## config.mk

```make
export PLATFORM = sky130hd
export DESIGN_NAME = xorshift128plus_alnum_generator_unit
export DESIGN_NICKNAME = d
export VERILOG_FILES = /design/src/design/xs128a_pkg.sv /design/src/design/xorshift128plus_alnum_generator_unit.sv /design/src/design/xs128a_ctrl.sv /design/src/design/xs128a_dp.sv
export VERILOG_INCLUDE_DIRS = /design/src /design/src/design
export SDC_FILE = /design/constraint.sdc
export NUM_CORES = 1
export LEC_CHECK = 0
export BUFFER_PORTS_ARGS = -buffer_cell sky130_fd_sc_hd__buf_2
export CORE_AREA = 2 2 267 243
export DETAILED_ROUTE_END_ITERATION = 7
export DIE_AREA = 0 0 269 245
export PLACE_DENSITY = 0.63
export SLEW_MARGIN = 30
export SYNTH_ARGS = -nofsm -noshare
export SYNTH_HDL_FRONTEND = slang
export SYNTH_HIERARCHICAL = 1
export SYNTH_SLANG_ARGS = --single-unit
```

## constraint.sdc

```tcl
create_clock -name clk -period 8.55 [get_ports clk]
set_clock_uncertainty 0.1 [all_clocks]
set_input_delay 0.4275 -clock clk [delete_from_list [all_inputs] [get_ports clk]]
set_output_delay 0.4275 -clock clk [all_outputs]
set_load 0.02 [all_outputs]
```

## src/design/assert_macros.svh

```systemverilog
// ---------------------------------------------------------------------------
// Assertion macros
// Shared concurrent assertion forms; compiled out when ASSERT_OFF is set.
// ---------------------------------------------------------------------------
`ifndef ASSERT_MACROS_SVH
`define ASSERT_MACROS_SVH

`ifndef ASSERT_OFF
`define ASSERT_IMP(lbl, clk, rst_n, ante, cons) \
	lbl: assert property (@(posedge clk) disable iff (!(rst_n)) (ante) |-> (cons)) \
		else $error("assertion failed");
`define ASSERT_NXT(lbl, clk, rst_n, ante, cons) \
	lbl: assert property (@(posedge clk) disable iff (!(rst_n)) (ante) |=> (cons)) \
		else $error("assertion failed");
`else
`define ASSERT_IMP(lbl, clk, rst_n, ante, cons)
`define ASSERT_NXT(lbl, clk, rst_n, ante, cons)
`endif

`endif

```

## src/design/xs128a_pkg.sv

```systemverilog
`timescale 1ns / 1ps
// ---------------------------------------------------------------------------
// xs128a_pkg
// Types, constants and helpers shared by the xorshift128+ generator unit.
// ---------------------------------------------------------------------------
package xs128a_pkg;

	localparam int WORD_W        = 64;
	localparam int COUNT_W       = 7;
	localparam int ADDR_W        = 4;
	localparam int DEF_MAX_CHARS = 64;
	localparam int WORD_CAP      = 4096;
	localparam int WORDS_W       = $clog2(WORD_CAP + 1);

	localparam logic CMD_RAW = 1'b0;
	localparam logic CMD_STR = 1'b1;

	typedef struct packed {
		logic raw;
		logic start;
		logic take;
		logic step;
		logic finish;
	} dp_cmd_t;

	typedef struct packed {
		logic out_free;
		logic mask_nz;
		logic left_zero;
		logic cap_hit;
		logic pend_v;
	} dp_sts_t;

	function automatic logic is_alnum(input logic [7:0] ch);
		return (ch >= 8'h30 && ch <= 8'h39) ||
		       (ch >= 8'h41 && ch <= 8'h5A) ||
		       (ch >= 8'h61 && ch <= 8'h7A);
	endfunction

endpackage

```

## src/design/xorshift128plus_alnum_generator_unit.sv

```systemverilog
`timescale 1ns / 1ps
// ---------------------------------------------------------------------------
// xorshift128plus_alnum_generator_unit
// xorshift128+ generator returning raw 64-bit words or alphanumeric strings.
// ---------------------------------------------------------------------------
//  channel  | handshake            | payload
//  request  | req_valid/req_stall  | command, count
//  result   | rsp_valid/rsp_stall  | value, last
//  config   | APB psel/penable     | seed_first @ 0x0, seed_second @ 0x8
//
// Raw word: one generator step per request.
// String: a start, then one character per take and one generator word per step,
//   then a close; the scan is bounded at 4096 words.
// Reset loads zero seeds into the generator state.
// A stalled result holds the scan; one character is kept back to mark last.
// ---------------------------------------------------------------------------
`include "assert_macros.svh"

module xorshift128plus_alnum_generator_unit
	import xs128a_pkg::*;
#(
	parameter int MAX_CHARS = DEF_MAX_CHARS
) (
	input  logic               clk,
	input  logic               arst_n,
	input  logic               req_valid,
	output logic               req_stall,
	input  logic               command,
	input  logic [COUNT_W-1:0] count,
	output logic               rsp_valid,
	input  logic               rsp_stall,
	output logic [WORD_W-1:0]  value,
	output logic               last,
	input  logic               psel,
	input  logic               penable,
	input  logic               pwrite,
	input  logic [ADDR_W-1:0]  paddr,
	input  logic [WORD_W-1:0]  pwdata,
	output logic [WORD_W-1:0]  prdata,
	output logic               pready
);

	dp_cmd_t cmd;
	dp_sts_t sts;
	logic    busy;
	logic    cfg_wr;

	assign pready = 1'b1;
	assign cfg_wr = psel && penable && pwrite && pready;

	xs128a_ctrl u_ctrl (
		.clk       (clk),
		.arst_n    (arst_n),
		.req_valid (req_valid),
		.req_stall (req_stall),
		.command   (command),
		.sts       (sts),
		.cmd       (cmd),
		.busy      (busy)
	);

	xs128a_dp #(
		.MAX_CHARS (MAX_CHARS)
	) u_dp (
		.clk       (clk),
		.arst_n    (arst_n),
		.count     (count),
		.cmd       (cmd),
		.sts       (sts),
		.cfg_wr    (cfg_wr),
		.cfg_sel   (paddr[3]),
		.cfg_wdata (pwdata),
		.cfg_rdata (prdata),
		.rsp_valid (rsp_valid),
		.rsp_stall (rsp_stall),
		.value     (value),
		.last      (last)
	);

	`ASSERT_IMP(a_last_when_idle, clk, arst_n, rsp_valid && last, !busy)
	`ASSERT_IMP(a_no_pend_idle, clk, arst_n, !busy, !sts.pend_v)
	`ASSERT_IMP(a_done_has_pend, clk, arst_n, busy && sts.left_zero, sts.pend_v)
	`ASSERT_NXT(a_finish_last, clk, arst_n, cmd.finish, rsp_valid && last)

endmodule

```

## src/design/xs128a_ctrl.sv

```systemverilog
`timescale 1ns / 1ps
// ---------------------------------------------------------------------------
// xs128a_ctrl
// Request sequencer: starts raw and string requests, paces the byte scan.
// ---------------------------------------------------------------------------
module xs128a_ctrl
	import xs128a_pkg::*;
(
	input  logic    clk,
	input  logic    arst_n,
	input  logic    req_valid,
	output logic    req_stall,
	input  logic    command,
	input  dp_sts_t sts,
	output dp_cmd_t cmd,
	output logic    busy
);

	localparam logic ST_IDLE = 1'b0;
	localparam logic ST_SCAN = 1'b1;

	logic state_q;
	logic state_d;
	logic accept;

	assign busy      = (state_q != ST_IDLE);
	assign req_stall = busy || !sts.out_free;
	assign accept    = req_valid && !req_stall;

	always_comb begin
		state_d    = state_q;
		cmd        = '0;
		unique case (state_q)
			ST_IDLE: begin
				if (accept) begin
					if (command == CMD_RAW) begin
						cmd.raw = 1'b1;
					end else begin
						cmd.start = 1'b1;
						state_d   = ST_SCAN;
					end
				end
			end
			ST_SCAN: begin
				if (sts.out_free) begin
					if (sts.left_zero) begin
						cmd.finish = 1'b1;
						state_d    = ST_IDLE;
					end else if (sts.mask_nz) begin
						cmd.take = 1'b1;
					end else if (sts.cap_hit) begin
						cmd.finish = 1'b1;
						state_d    = ST_IDLE;
					end else begin
						cmd.step = 1'b1;
					end
				end
			end
			default: begin
				state_d = ST_IDLE;
			end
		endcase
	end

	always_ff @(posedge clk or negedge arst_n) begin
		if (!arst_n) begin
			state_q <= ST_IDLE;
		end else begin
			state_q <= state_d;
		end
	end

endmodule

```

## src/design/xs128a_dp.sv

```systemverilog
`timescale 1ns / 1ps
// ---------------------------------------------------------------------------
// xs128a_dp
// Generator state, seed registers, byte scanner and result register.
// ---------------------------------------------------------------------------
module xs128a_dp
	import xs128a_pkg::*;
#(
	parameter int MAX_CHARS = DEF_MAX_CHARS
) (
	input  logic               clk,
	input  logic               arst_n,
	input  logic [COUNT_W-1:0] count,
	input  dp_cmd_t            cmd,
	output dp_sts_t            sts,
	input  logic               cfg_wr,
	input  logic               cfg_sel,
	input  logic [WORD_W-1:0]  cfg_wdata,
	output logic [WORD_W-1:0]  cfg_rdata,
	output logic               rsp_valid,
	input  logic               rsp_stall,
	output logic [WORD_W-1:0]  value,
	output logic               last
);

	localparam int LEFT_W = $clog2(MAX_CHARS + 1);
	localparam int CMP_W  = (LEFT_W > COUNT_W) ? LEFT_W : COUNT_W;

	logic [WORD_W-1:0]  seed0_q, seed1_q;
	logic [WORD_W-1:0]  st0_q, st1_q;
	logic [WORD_W-1:0]  word_q;
	logic [7:0]         mask_q;
	logic [WORDS_W-1:0] words_q;
	logic [LEFT_W-1:0]  left_q;
	logic [7:0]         pend_q;
	logic               pend_v_q;
	logic               rsp_valid_q;
	logic [WORD_W-1:0]  rsp_value_q;
	logic               rsp_last_q;

	logic [WORD_W-1:0]  mix_a, mix_c, gen_sum;
	logic [WORD_W-1:0]  new_seed0, new_seed1;
	logic [7:0]         new_mask, pick_oh;
	logic [7:0]         pick_ch;
	logic [CMP_W-1:0]   cnt_ext, want;
	logic               emit;
	logic [WORD_W-1:0]  emit_value;
	logic               emit_last;

	// xorshift128+ step
	assign mix_a   = st0_q ^ (st0_q << 23);
	assign mix_c   = mix_a ^ st1_q ^ (mix_a >> 17) ^ (st1_q >> 26);
	assign gen_sum = mix_c + st1_q;

	always_comb begin
		for (int i = 0; i < 8; i++) begin
			new_mask[i] = is_alnum(gen_sum[8*i +: 8]);
		end
	end

	// lowest pending alnum byte
	assign pick_oh = mask_q & (~mask_q + 8'd1);
	always_comb begin
		pick_ch = '0;
		for (int i = 0; i < 8; i++) begin
			pick_ch = pick_ch | (word_q[8*i +: 8] & {8{pick_oh[i]}});
		end
	end

	assign cnt_ext = CMP_W'(count);
	always_comb begin
		if (cnt_ext == '0) begin
			want = CMP_W'(1);
		end else if (cnt_ext > CMP_W'(MAX_CHARS)) begin
			want = CMP_W'(MAX_CHARS);
		end else begin
			want = cnt_ext;
		end
	end

	assign new_seed0 = cfg_sel ? seed0_q : cfg_wdata;
	assign new_seed1 = cfg_sel ? cfg_wdata : seed1_q;
	assign cfg_rdata = cfg_sel ? seed1_q : seed0_q;

	always_comb begin
		emit       = 1'b0;
		emit_value = '0;
		emit_last  = 1'b0;
		if (cmd.raw) begin
			emit       = 1'b1;
			emit_value = gen_sum;
			emit_last  = 1'b1;
		end else if (cmd.take) begin
			emit       = pend_v_q;
			emit_value = WORD_W'(pend_q);
		end else if (cmd.finish) begin
			emit       = 1'b1;
			emit_value = pend_v_q ? WORD_W'(pend_q) : '0;
			emit_last  = 1'b1;
		end
	end

	always_ff @(posedge clk or negedge arst_n) begin
		if (!arst_n) begin
			seed0_q     <= '0;
			seed1_q     <= '0;
			st0_q       <= '0;
			st1_q       <= '0;
			pend_v_q    <= 1'b0;
			rsp_valid_q <= 1'b0;
			mask_q      <= '0;
			words_q     <= '0;
			left_q      <= '0;
		end else begin
			if (cfg_wr) begin
				seed0_q <= new_seed0;
				seed1_q <= new_seed1;
				st0_q   <= new_seed0;
				st1_q   <= new_seed1;
			end else if (cmd.raw || cmd.step) begin
				st0_q <= st1_q;
				st1_q <= mix_c;
			end

			if (cmd.start) begin
				left_q   <= LEFT_W'(want);
				words_q  <= '0;
				mask_q   <= '0;
				pend_v_q <= 1'b0;
			end else if (cmd.step) begin
				mask_q  <= new_mask;
				words_q <= words_q + WORDS_W'(1);
			end else if (cmd.take) begin
				mask_q   <= mask_q & (mask_q - 8'd1);
				left_q   <= left_q - LEFT_W'(1);
				pend_v_q <= 1'b1;
			end else if (cmd.finish) begin
				pend_v_q <= 1'b0;
				left_q   <= '0;
			end

			if (emit) begin
				rsp_valid_q <= 1'b1;
			end else if (!rsp_stall) begin
				rsp_valid_q <= 1'b0;
			end
		end
	end

	always_ff @(posedge clk) begin
		if (cmd.step) begin
			word_q <= gen_sum;
		end
		if (cmd.take) begin
			pend_q <= pick_ch;
		end
		if (emit) begin
			rsp_value_q <= emit_value;
			rsp_last_q  <= emit_last;
		end
	end

	assign sts.out_free  = !rsp_valid_q || !rsp_stall;
	assign sts.mask_nz   = (mask_q != '0);
	assign sts.left_zero = (left_q == '0);
	assign sts.cap_hit   = (words_q == WORDS_W'(WORD_CAP));
	assign sts.pend_v    = pend_v_q;

	assign rsp_valid = rsp_valid_q;
	assign value     = rsp_value_q;
	assign last      = rsp_last_q;

endmodule
```

Word-level counts from Yosys, hierarchy flattened
Index checks and enable logic that the tools add are counted.
{ "totals": {"ff_bits": 424, "in_bits": 83, "out_inout_bits": 132, "elab_cells": 201} }
{ "op_classes": {"n_addsub": 5, "mux": 49, "eq_ne": 3, "n_lt_le_gt_ge": 49, "bitwise_logic": 23, "reduce_logical": 58} }
{ "op_table": {"columns": ["op", "count"], "rows": [
  ["$mux W64", 10],
  ["$ge A8 B7 Y1 const B", 16],
  ["$le A8 B7 Y1 const B", 16],
  ["$xor A64 B64 Y64", 2],
  ["$and A8 B8 Y8", 10],
  ["$add A64 B64 Y64", 1],
  ["$ge A8 B6 Y1 const B", 8],
  ["$le A8 B6 Y1 const B", 8],
  ["$xor A64 B38 Y64", 1],
  ["$xor A64 B47 Y64", 1],
  ["$or A8 B8 Y8", 7],
  ["$mux W7", 6],
  ["$mux W8", 4],
  ["$logic_and A1 B1 Y1", 27],
  ["$mux W13", 2],
  ["$mux W1", 20],
  ["$logic_or A1 B1 Y1", 19],
  ["$logic_not A7 Y1", 2],
  ["$add A13 B1 Y13 const B", 1],
  ["$eq A13 B13 Y1 const B", 1],
  ["$add A8 B1 Y8 const B", 1],
  ["$mux W2", 4],
  ["$not A8 Y8", 1],
  ["$reduce_bool A8 Y1", 1],
  ["12 further kinds", 18]
]} }

Longest topological paths before layout
Gate-level depths: netlist (run 1).
{ "depth": {"ltp_word": 11, "mapped_depth": 16, "ltp_nobuf": 15} }

By module
The synthesis (run 1) kept the hierarchy.
{ "modules_own_cells": {"columns": ["mod", "cells_per_inst", "area_per_inst_um2", "n_inst", "seq_area_each_um2"], "rows": [
  ["xs128a_dp", 2449, 24875.1, 1, 11270.8],
  ["xs128a_ctrl", 12, 122.6, 1, 25.0],
  ["xorshift128plus_alnum_generator_unit", 3, 17.5, 1, 0.0]
]} }

Worst setup path before layout (run 1)
OpenSTA, ideal clock, no wires.
{ "synth_path": {"path_kind": "register -> register", "start": "reg u_dp.mask_q[2]", "end": "reg u_dp.words_q[11]", "required_time_ps": 8318, "setup_ps": 132, "t_arrival_ps": 6315, "path_stages_with_launch": 11, "setup_slack_ps": 2004, "path_buffers": 0, "synth_period_minus_slack_ps": 6546, "path_cell_list": "dfrtp_1 > nor4_1 > nand2b_1 > nor3_1 > nand2b_1 > nor4_2 > nand4_1 > nor2_1 > nand3_1 > xor2_1 > nor2_1"} }
{ "synth_lines": {"columns": ["element", "line_no", "rtl"], "rows": [
  ["from (decl)", "xs128a_dp.sv:32", "logic [7:0] mask_q;"],
  ["from (signal assigned)", "xs128a_dp.sv:131", "mask_q <= new_mask;"],
  ["from (signal assigned)", "xs128a_dp.sv:134", "mask_q <= mask_q & (mask_q - 8'd1);"],
  ["to (signal assigned)", "xs128a_dp.sv:132", "words_q <= words_q + WORDS_W'(1);"],
  ["to (decl)", "xs128a_dp.sv:33", "logic [WORDS_W-1:0] words_q;"]
]} }

Worst setup path in the final report (run 1)
{ "layout_path": {"start": "reg u_dp.st0_q[31]", "end": "reg u_dp.mask_q[6]"} }
{ "layout_between": {"elab_chain_len": 11, "word_cells_on_any_way": 18, "cone_classes": "add/sub: 1; order compare: 6; mux: 2; bitwise: 4; reduce/logical: 5"} }
{ "layout_lines": {"columns": ["element", "line_no", "rtl"], "rows": [
  ["from (decl)", "xs128a_dp.sv:30", "logic [WORD_W-1:0] st0_q, st1_q;"],
  ["from (signal assigned)", "xs128a_dp.sv:118", "st0_q <= new_seed0;"],
  ["from (signal assigned)", "xs128a_dp.sv:121", "st0_q <= st1_q;"],
  ["$xor A64 B64 Y64 *", "xs128a_dp.sv:51", "assign mix_a = st0_q ^ (st0_q << 23);"],
  ["$xor A64 B64 Y64", "xs128a_dp.sv:52", "assign mix_c = mix_a ^ st1_q ^ (mix_a >> 17) ^ (st1_q >> 26);"],
  ["$xor A64 B47 Y64 *", "xs128a_dp.sv:52", null],
  ["$xor A64 B38 Y64 *", "xs128a_dp.sv:52", null],
  ["$add A64 B64 Y64 *", "xs128a_dp.sv:53", "assign gen_sum = mix_c + st1_q;"],
  ["named net u_dp.gen_sum[49]", "xs128a_dp.sv:41", "logic [WORD_W-1:0] mix_a, mix_c, gen_sum;"],
  ["$ge A8 B6 Y1, or another cell as far along", "xs128a_pkg.sv:35", "return (ch >= 8'h30 && ch <= 8'h39) ||"],
  ["$logic_and A1 B1 Y1, on equally long branches", "xs128a_pkg.sv:35, xs128a_pkg.sv:36", null],
  ["$logic_or A1 B1 Y1", "xs128a_pkg.sv:35", null],
  ["$logic_or A1 B1 Y1 *", "xs128a_pkg.sv:36", "(ch >= 8'h41 && ch <= 8'h5A) ||"],
  ["$mux W8 *", "xs128a_dp.sv:130", "end else if (cmd.step) begin"],
  ["$mux W8 *", "xs128a_dp.sv:125", "if (cmd.start) begin"]
]} }
Mark *: on every way through the listed nets, which the timed path passes. The rest lies on a longest branch.
A chain may end at the register's enable or synchronous reset.

==> results of run 1 <==
## cells in the final DEF (no fill, tap or decap), drive strengths merged, types with 13 or more instances in the layout
| cell | count |
|---|---|
| nor2 | 74 |
| nand2 | 342 |
| a21oi | 89 |
| o21a | 74 |
| a21o | 15 |
| dlygate4sd3 | 56 |
| nor2b | 13 |
| a22oi | 14 |
| xnor2 | 193 |
| edfxtp | 137 |
| and2 | 68 |
| inv | 48 |
| xor2 | 64 |
| nand4 | 24 |
| ha | 68 |
| clkinv | 14 |
| buf | 226 |
| nand2b | 14 |
| mux2i | 143 |
| nor3 | 18 |
| mux2 | 136 |
| a221o | 25 |
| nand3 | 17 |
| o21ai | 320 |
| clkbuf | 62 |
| dfrtp | 287 |
## critical path, stage by stage, from the launching register on
cell	delay [ps]
dfrtp_1	470
xnor2_1	430
xnor2_1	150
xnor2_1	390
ha_1	420
nand4_1	240
nor3_1	350
inv_1	70
o2111ai_1	300
nand2_1	250
a2111oi_2	500
a21oi_1	140
xnor2_1	420
nor4b_1	100
a311o_1	380
o31ai_2	180
## final cells by class
class	count	area, um2	share of cell area [%]
multi-input combinational	1860	13000	44.8
inverter	44	165	0.570
timing repair buffer	282	1850	6.38
sequential	424	11300	39.0
tap	855	1070	3.69
clock inverter	26	292	1.01
clock buffer	62	1310	4.54
## state kept, by name (all words and copies together) (netlist names)
signal          cells
u_ctrl/busy         1
u_dp/last           1
u_dp/left_q         7
u_dp/mask_q         8
u_dp/pend_q         8
u_dp/pend_v_q       1
u_dp/rsp_valid      1
u_dp/seed0_q       64
u_dp/seed1_q       64
u_dp/st0_q         64
u_dp/st1_q         64
u_dp/value         64
u_dp/word_q        64
u_dp/words_q       13
## routing by layer
| metal | vias up | GRT usage (%) |
|---|---|---|
| met4 | 0 | 7.53 |
| li1 | 9221 | - |
| met5 | - | 0 |
| met3 | 128 | 3.37 |
| met2 | 621 | 34.1 |
| met1 | 9580 | 32.6 |
## stage by stage
| stage | instances | instance area, um2 | setup WS [ps] | hold WS, ps | utilization, % |
|---|---|---|---|---|---|
| after floorplan | 2463 | 25000 | 2000 | 31.9 | - |
| after global placement | 3406 | 26700 | 3680 | 384 | 42.2 |
| after detailed placement | 3407 | 26700 | 3670 | 391 | 42.2 |
| after CTS | 3551 | 28900 | 3610 | 4.74 | 45.7 |
| after global routing | 3553 | 29000 | 3280 | 50.3 | 45.7 |
| final | 3553 | 29000 | 3540 | 41.9 | 45.7 |
## worst paths after layout
check | startpoint | endpoint | slack (ps) | cells past startpoint
setup / recovery | u_dp/st0_q[31] | u_dp/mask_q[6] | 3540 | 15
hold / removal | req_valid | u_ctrl/busy | 40 | 3
setup reg to reg | u_dp/st0_q[31] | u_dp/mask_q[6] | 3540 | 15
hold reg to reg | u_dp/st0_q[49] | u_dp/st0_q[49] | 400 | 2
max in group asynchronous | arst_n | u_dp/seed0_q[57] | 6490 | 4
min in group asynchronous | arst_n | u_dp/st1_q[22] | 380 | 2
==> results_dict.tcl, run 1 <==
set metrics [dict create \
    status "completed" \
    die_y_um 245 \
    rsz0062_at_grt "no" \
    grt_usage_pct 22.4 \
    hpwl_um 57100 \
    worst_pin_slew_ps 917 \
    endpoint_kind "register" \
    root_buffer "clkbuf_16" \
    ctsResizeCount 0 \
    wl_per_cell_um 21.1 \
    maxSlewHeadroom_pct 38.7 \
    finalSetupViolations 0 \
    dr.max_layer_used "met4" \
    start_util_pct 39.5 \
    grt_pass1_vias 18800 \
    areaGrowthSynthToFinish_pct 15.8 \
    cts_buffers 48 \
    tns_ps 0 \
    vias 19600 \
    layout-drive-gt1-share_pct 17.7 \
    layout.nets 2812 \
    finalCritPeriodShare_pct 58.6 \
    port-buffer-count 210 \
    dr.pass1.iters 5 \
    cts_buffer_depth 3 \
    place_congestion 0.934 \
    h-tree-depth 2 \
    met1Wirelength_um 34800 \
    route.detailed.drc 0 \
    antenna_found_initial 0 \
    arrival_ps 5420 \
    syn-num-nets 2615 \
    coreArea_mm2 0.0633 \
    dieArea_mm2 0.0659 \
    clock_sinks 424 \
    die_x_um 269 \
    cts_tree "yes" \
    clk_pin_slew_ps 60 \
    drv_cap 0 \
    synth_warnings 6 \
    wl_met2_um 33000 \
    fmaxAchievable_mhz 200 \
    grt_pass1_wl_um 113000 \
    critPathKind "register to register" \
    viasPerCell 5.50 \
    io_pins 215 \
    mappedNetlistArea_mm2 0.0250 \
    post-cts-setup-buffers 0 \
    slew_viol_final 0 \
    path_max_fanout 9 \
    nFillCells 5897 \
    drt_iter0_drc 1642 \
    avgSynthCellArea_um2 10.2 \
    antenna_left 0 \
    diodes 0 \
    rows 88 \
    wl_met3_um 4520 \
    postSynthCellCount 2463 \
    gr-total-overflow 0 \
    grt_max_degree 255 \
    startpoint_type "register" \
    critical_path_required_ps 8960 \
    holdCritPathClass "input pin to register" \
    holdBufCountCts 56 \
    fin_crit_ps 5010 \
    hold_violations 0 \
    routed_wl_um 74900 \
    insertion_delay_ps 630 \
]
Power of run 1 is left out: the tool's default activity adds up to more than one toggle a clock period on the data nets, which glitch-free logic cannot reach.
==> run 2, diff against run 1 <==
- clock period: 8.55 -> 4.85 ns (I/O delays scaled with it)
==> results_dict.tcl, run 2 (synthesized netlist as in run 1, its figures left out) <==
set metrics [dict create \
    arrival_ps 5060 \
    antenna_found_initial 0 \
    die_y_um 245 \
    dr.pass1.iters 5 \
    grt_pass1_wl_um 114000 \
    holdCritPathClass "input pin to register" \
    areaGrowthSynthToFinish_pct 19.2 \
    hpwl_um 57700 \
    worst_pin_slew_ps 933 \
    h-tree-depth 2 \
    port-buffer-count 210 \
    vias 19800 \
    grt_max_degree 255 \
    cts_tree "yes" \
    root_buffer "clkbuf_16" \
    layout.nets 2886 \
    grt_usage_pct 22.8 \
    die_x_um 269 \
    mostFrequentLayoutCells "nand2_1 (338), o21ai_0 (303), dfrtp_1 (287), buf_2 (208), xnor2_1 (183)" \
    insertion_delay_ps 620 \
    endpoint_kind "register" \
    wl_per_cell_um 20.9 \
    final_common_cell "nand2_1" \
    rows 88 \
    viasPerCell 5.46 \
    cts_buffer_depth 3 \
    grt_pass1_vias 19100 \
    gr-total-overflow 0 \
    clock_sinks 424 \
    finalSetupViolations 0 \
    critical_path_required_ps 5230 \
    startpoint_type "register" \
    post-route-util_pct 47.1 \
    path_max_fanout 7 \
    start_util_pct 39.5 \
    routed_wl_um 76000 \
    fin_crit_ps 4690 \
    dieArea_mm2 0.0659 \
    post-cts-setup-buffers 0 \
    cts_buffers 49 \
    slew_viol_final 0 \
    coreArea_mm2 0.0633 \
    route.detailed.drc 0 \
    place_congestion 0.946 \
    fmaxAchievable_mhz 213 \
    drv_cap 0 \
    status "completed" \
    antenna_left 0 \
    io_pins 215 \
    layout-drive-gt1-share_pct 19.9 \
    hold_violations 0 \
    maxSlewHeadroom_pct 37.8 \
    critPathKind "register to register" \
    drt_iter0_drc 1794 \
    finalCritPeriodShare_pct 96.6 \
    clk_pin_slew_ps 70 \
]
-- run 2: path summary, 6_finish.rpt --
check	startpoint	end	slack (ps)	depth (start not counted)
setup / recovery	u_dp/st0_q[20]	u_dp/mask_q[7]	160	15
hold / removal	pwdata[4]	u_dp/seed0_q[4]	40	4
setup reg to reg	u_dp/st0_q[20]	u_dp/mask_q[7]	160	15
hold reg to reg	u_dp/st0_q[63]	u_dp/st0_q[63]	400	2
max in group asynchronous	arst_n	u_dp/st1_q[49]	2880	5
min in group asynchronous	arst_n	u_dp/st1_q[28]	490	3
-- run 2: critical path: stages (launching register included) --
cell       delay [ps]
dfrtp_1           500
xnor2_2           330
xnor2_1           130
xnor2_1           250
ha_1              410
a21oi_1           260
o21a_1            160
and2_1            170
o2111ai_1         230
and2_1            230
o2111a_1          280
or2_1             290
o311a_1           430
or4_1             520
a21oi_1           150
o31ai_1            90
-- run 2: area by class of cell --
type                       instances  area [um2]
sequential                       424       11300
antenna                            1        2.50
inverter                          44         165
fill                            5843       33500
clock inverter                    26         348
timing repair buffer             355        2450
multi-input combinational       1860       13100
clock buffer                      65        1390
tap                              855        1070
-- run 2: metal layers --
metal | vias up | GRT usage (%) | part of all wire [%]
li1 | 9371 | - | -
met1 | 9630 | 33.0 | 45
met2 | 708 | 35.2 | 45
met3 | 104 | 3.39 | 7.1
met4 | 0 | 6.68 | 2.9
met5 | - | 0 | 0
-- run 2: repair_timing --
| action | CTS | global route |
|---|---|---|
| endpoints found under the setup margin | 0 | 4 |
| hold endpoints to repair | 231 | 10 |
| hold buffers | 75 | 1 |
| resized for setup | 0 | 15 |
-- run 2: through the flow --
step	area [um2]	TNS (ps)	std cells	hold WS, ps	worst slack [ps]
3_3_place_gp	27100	0	3460	263	165
4_1_cts	29600	0	3626	18.1	118
2_1_floorplan	25000	0	2463	-153	27.7
5_1_grt	29800	-35.3	3629	59.0	-35.3
6_report	29800	0	3630	36.2	165
3_5_place_dp	27100	0	3460	265	160
Power of run 2 is left out for the same reason.
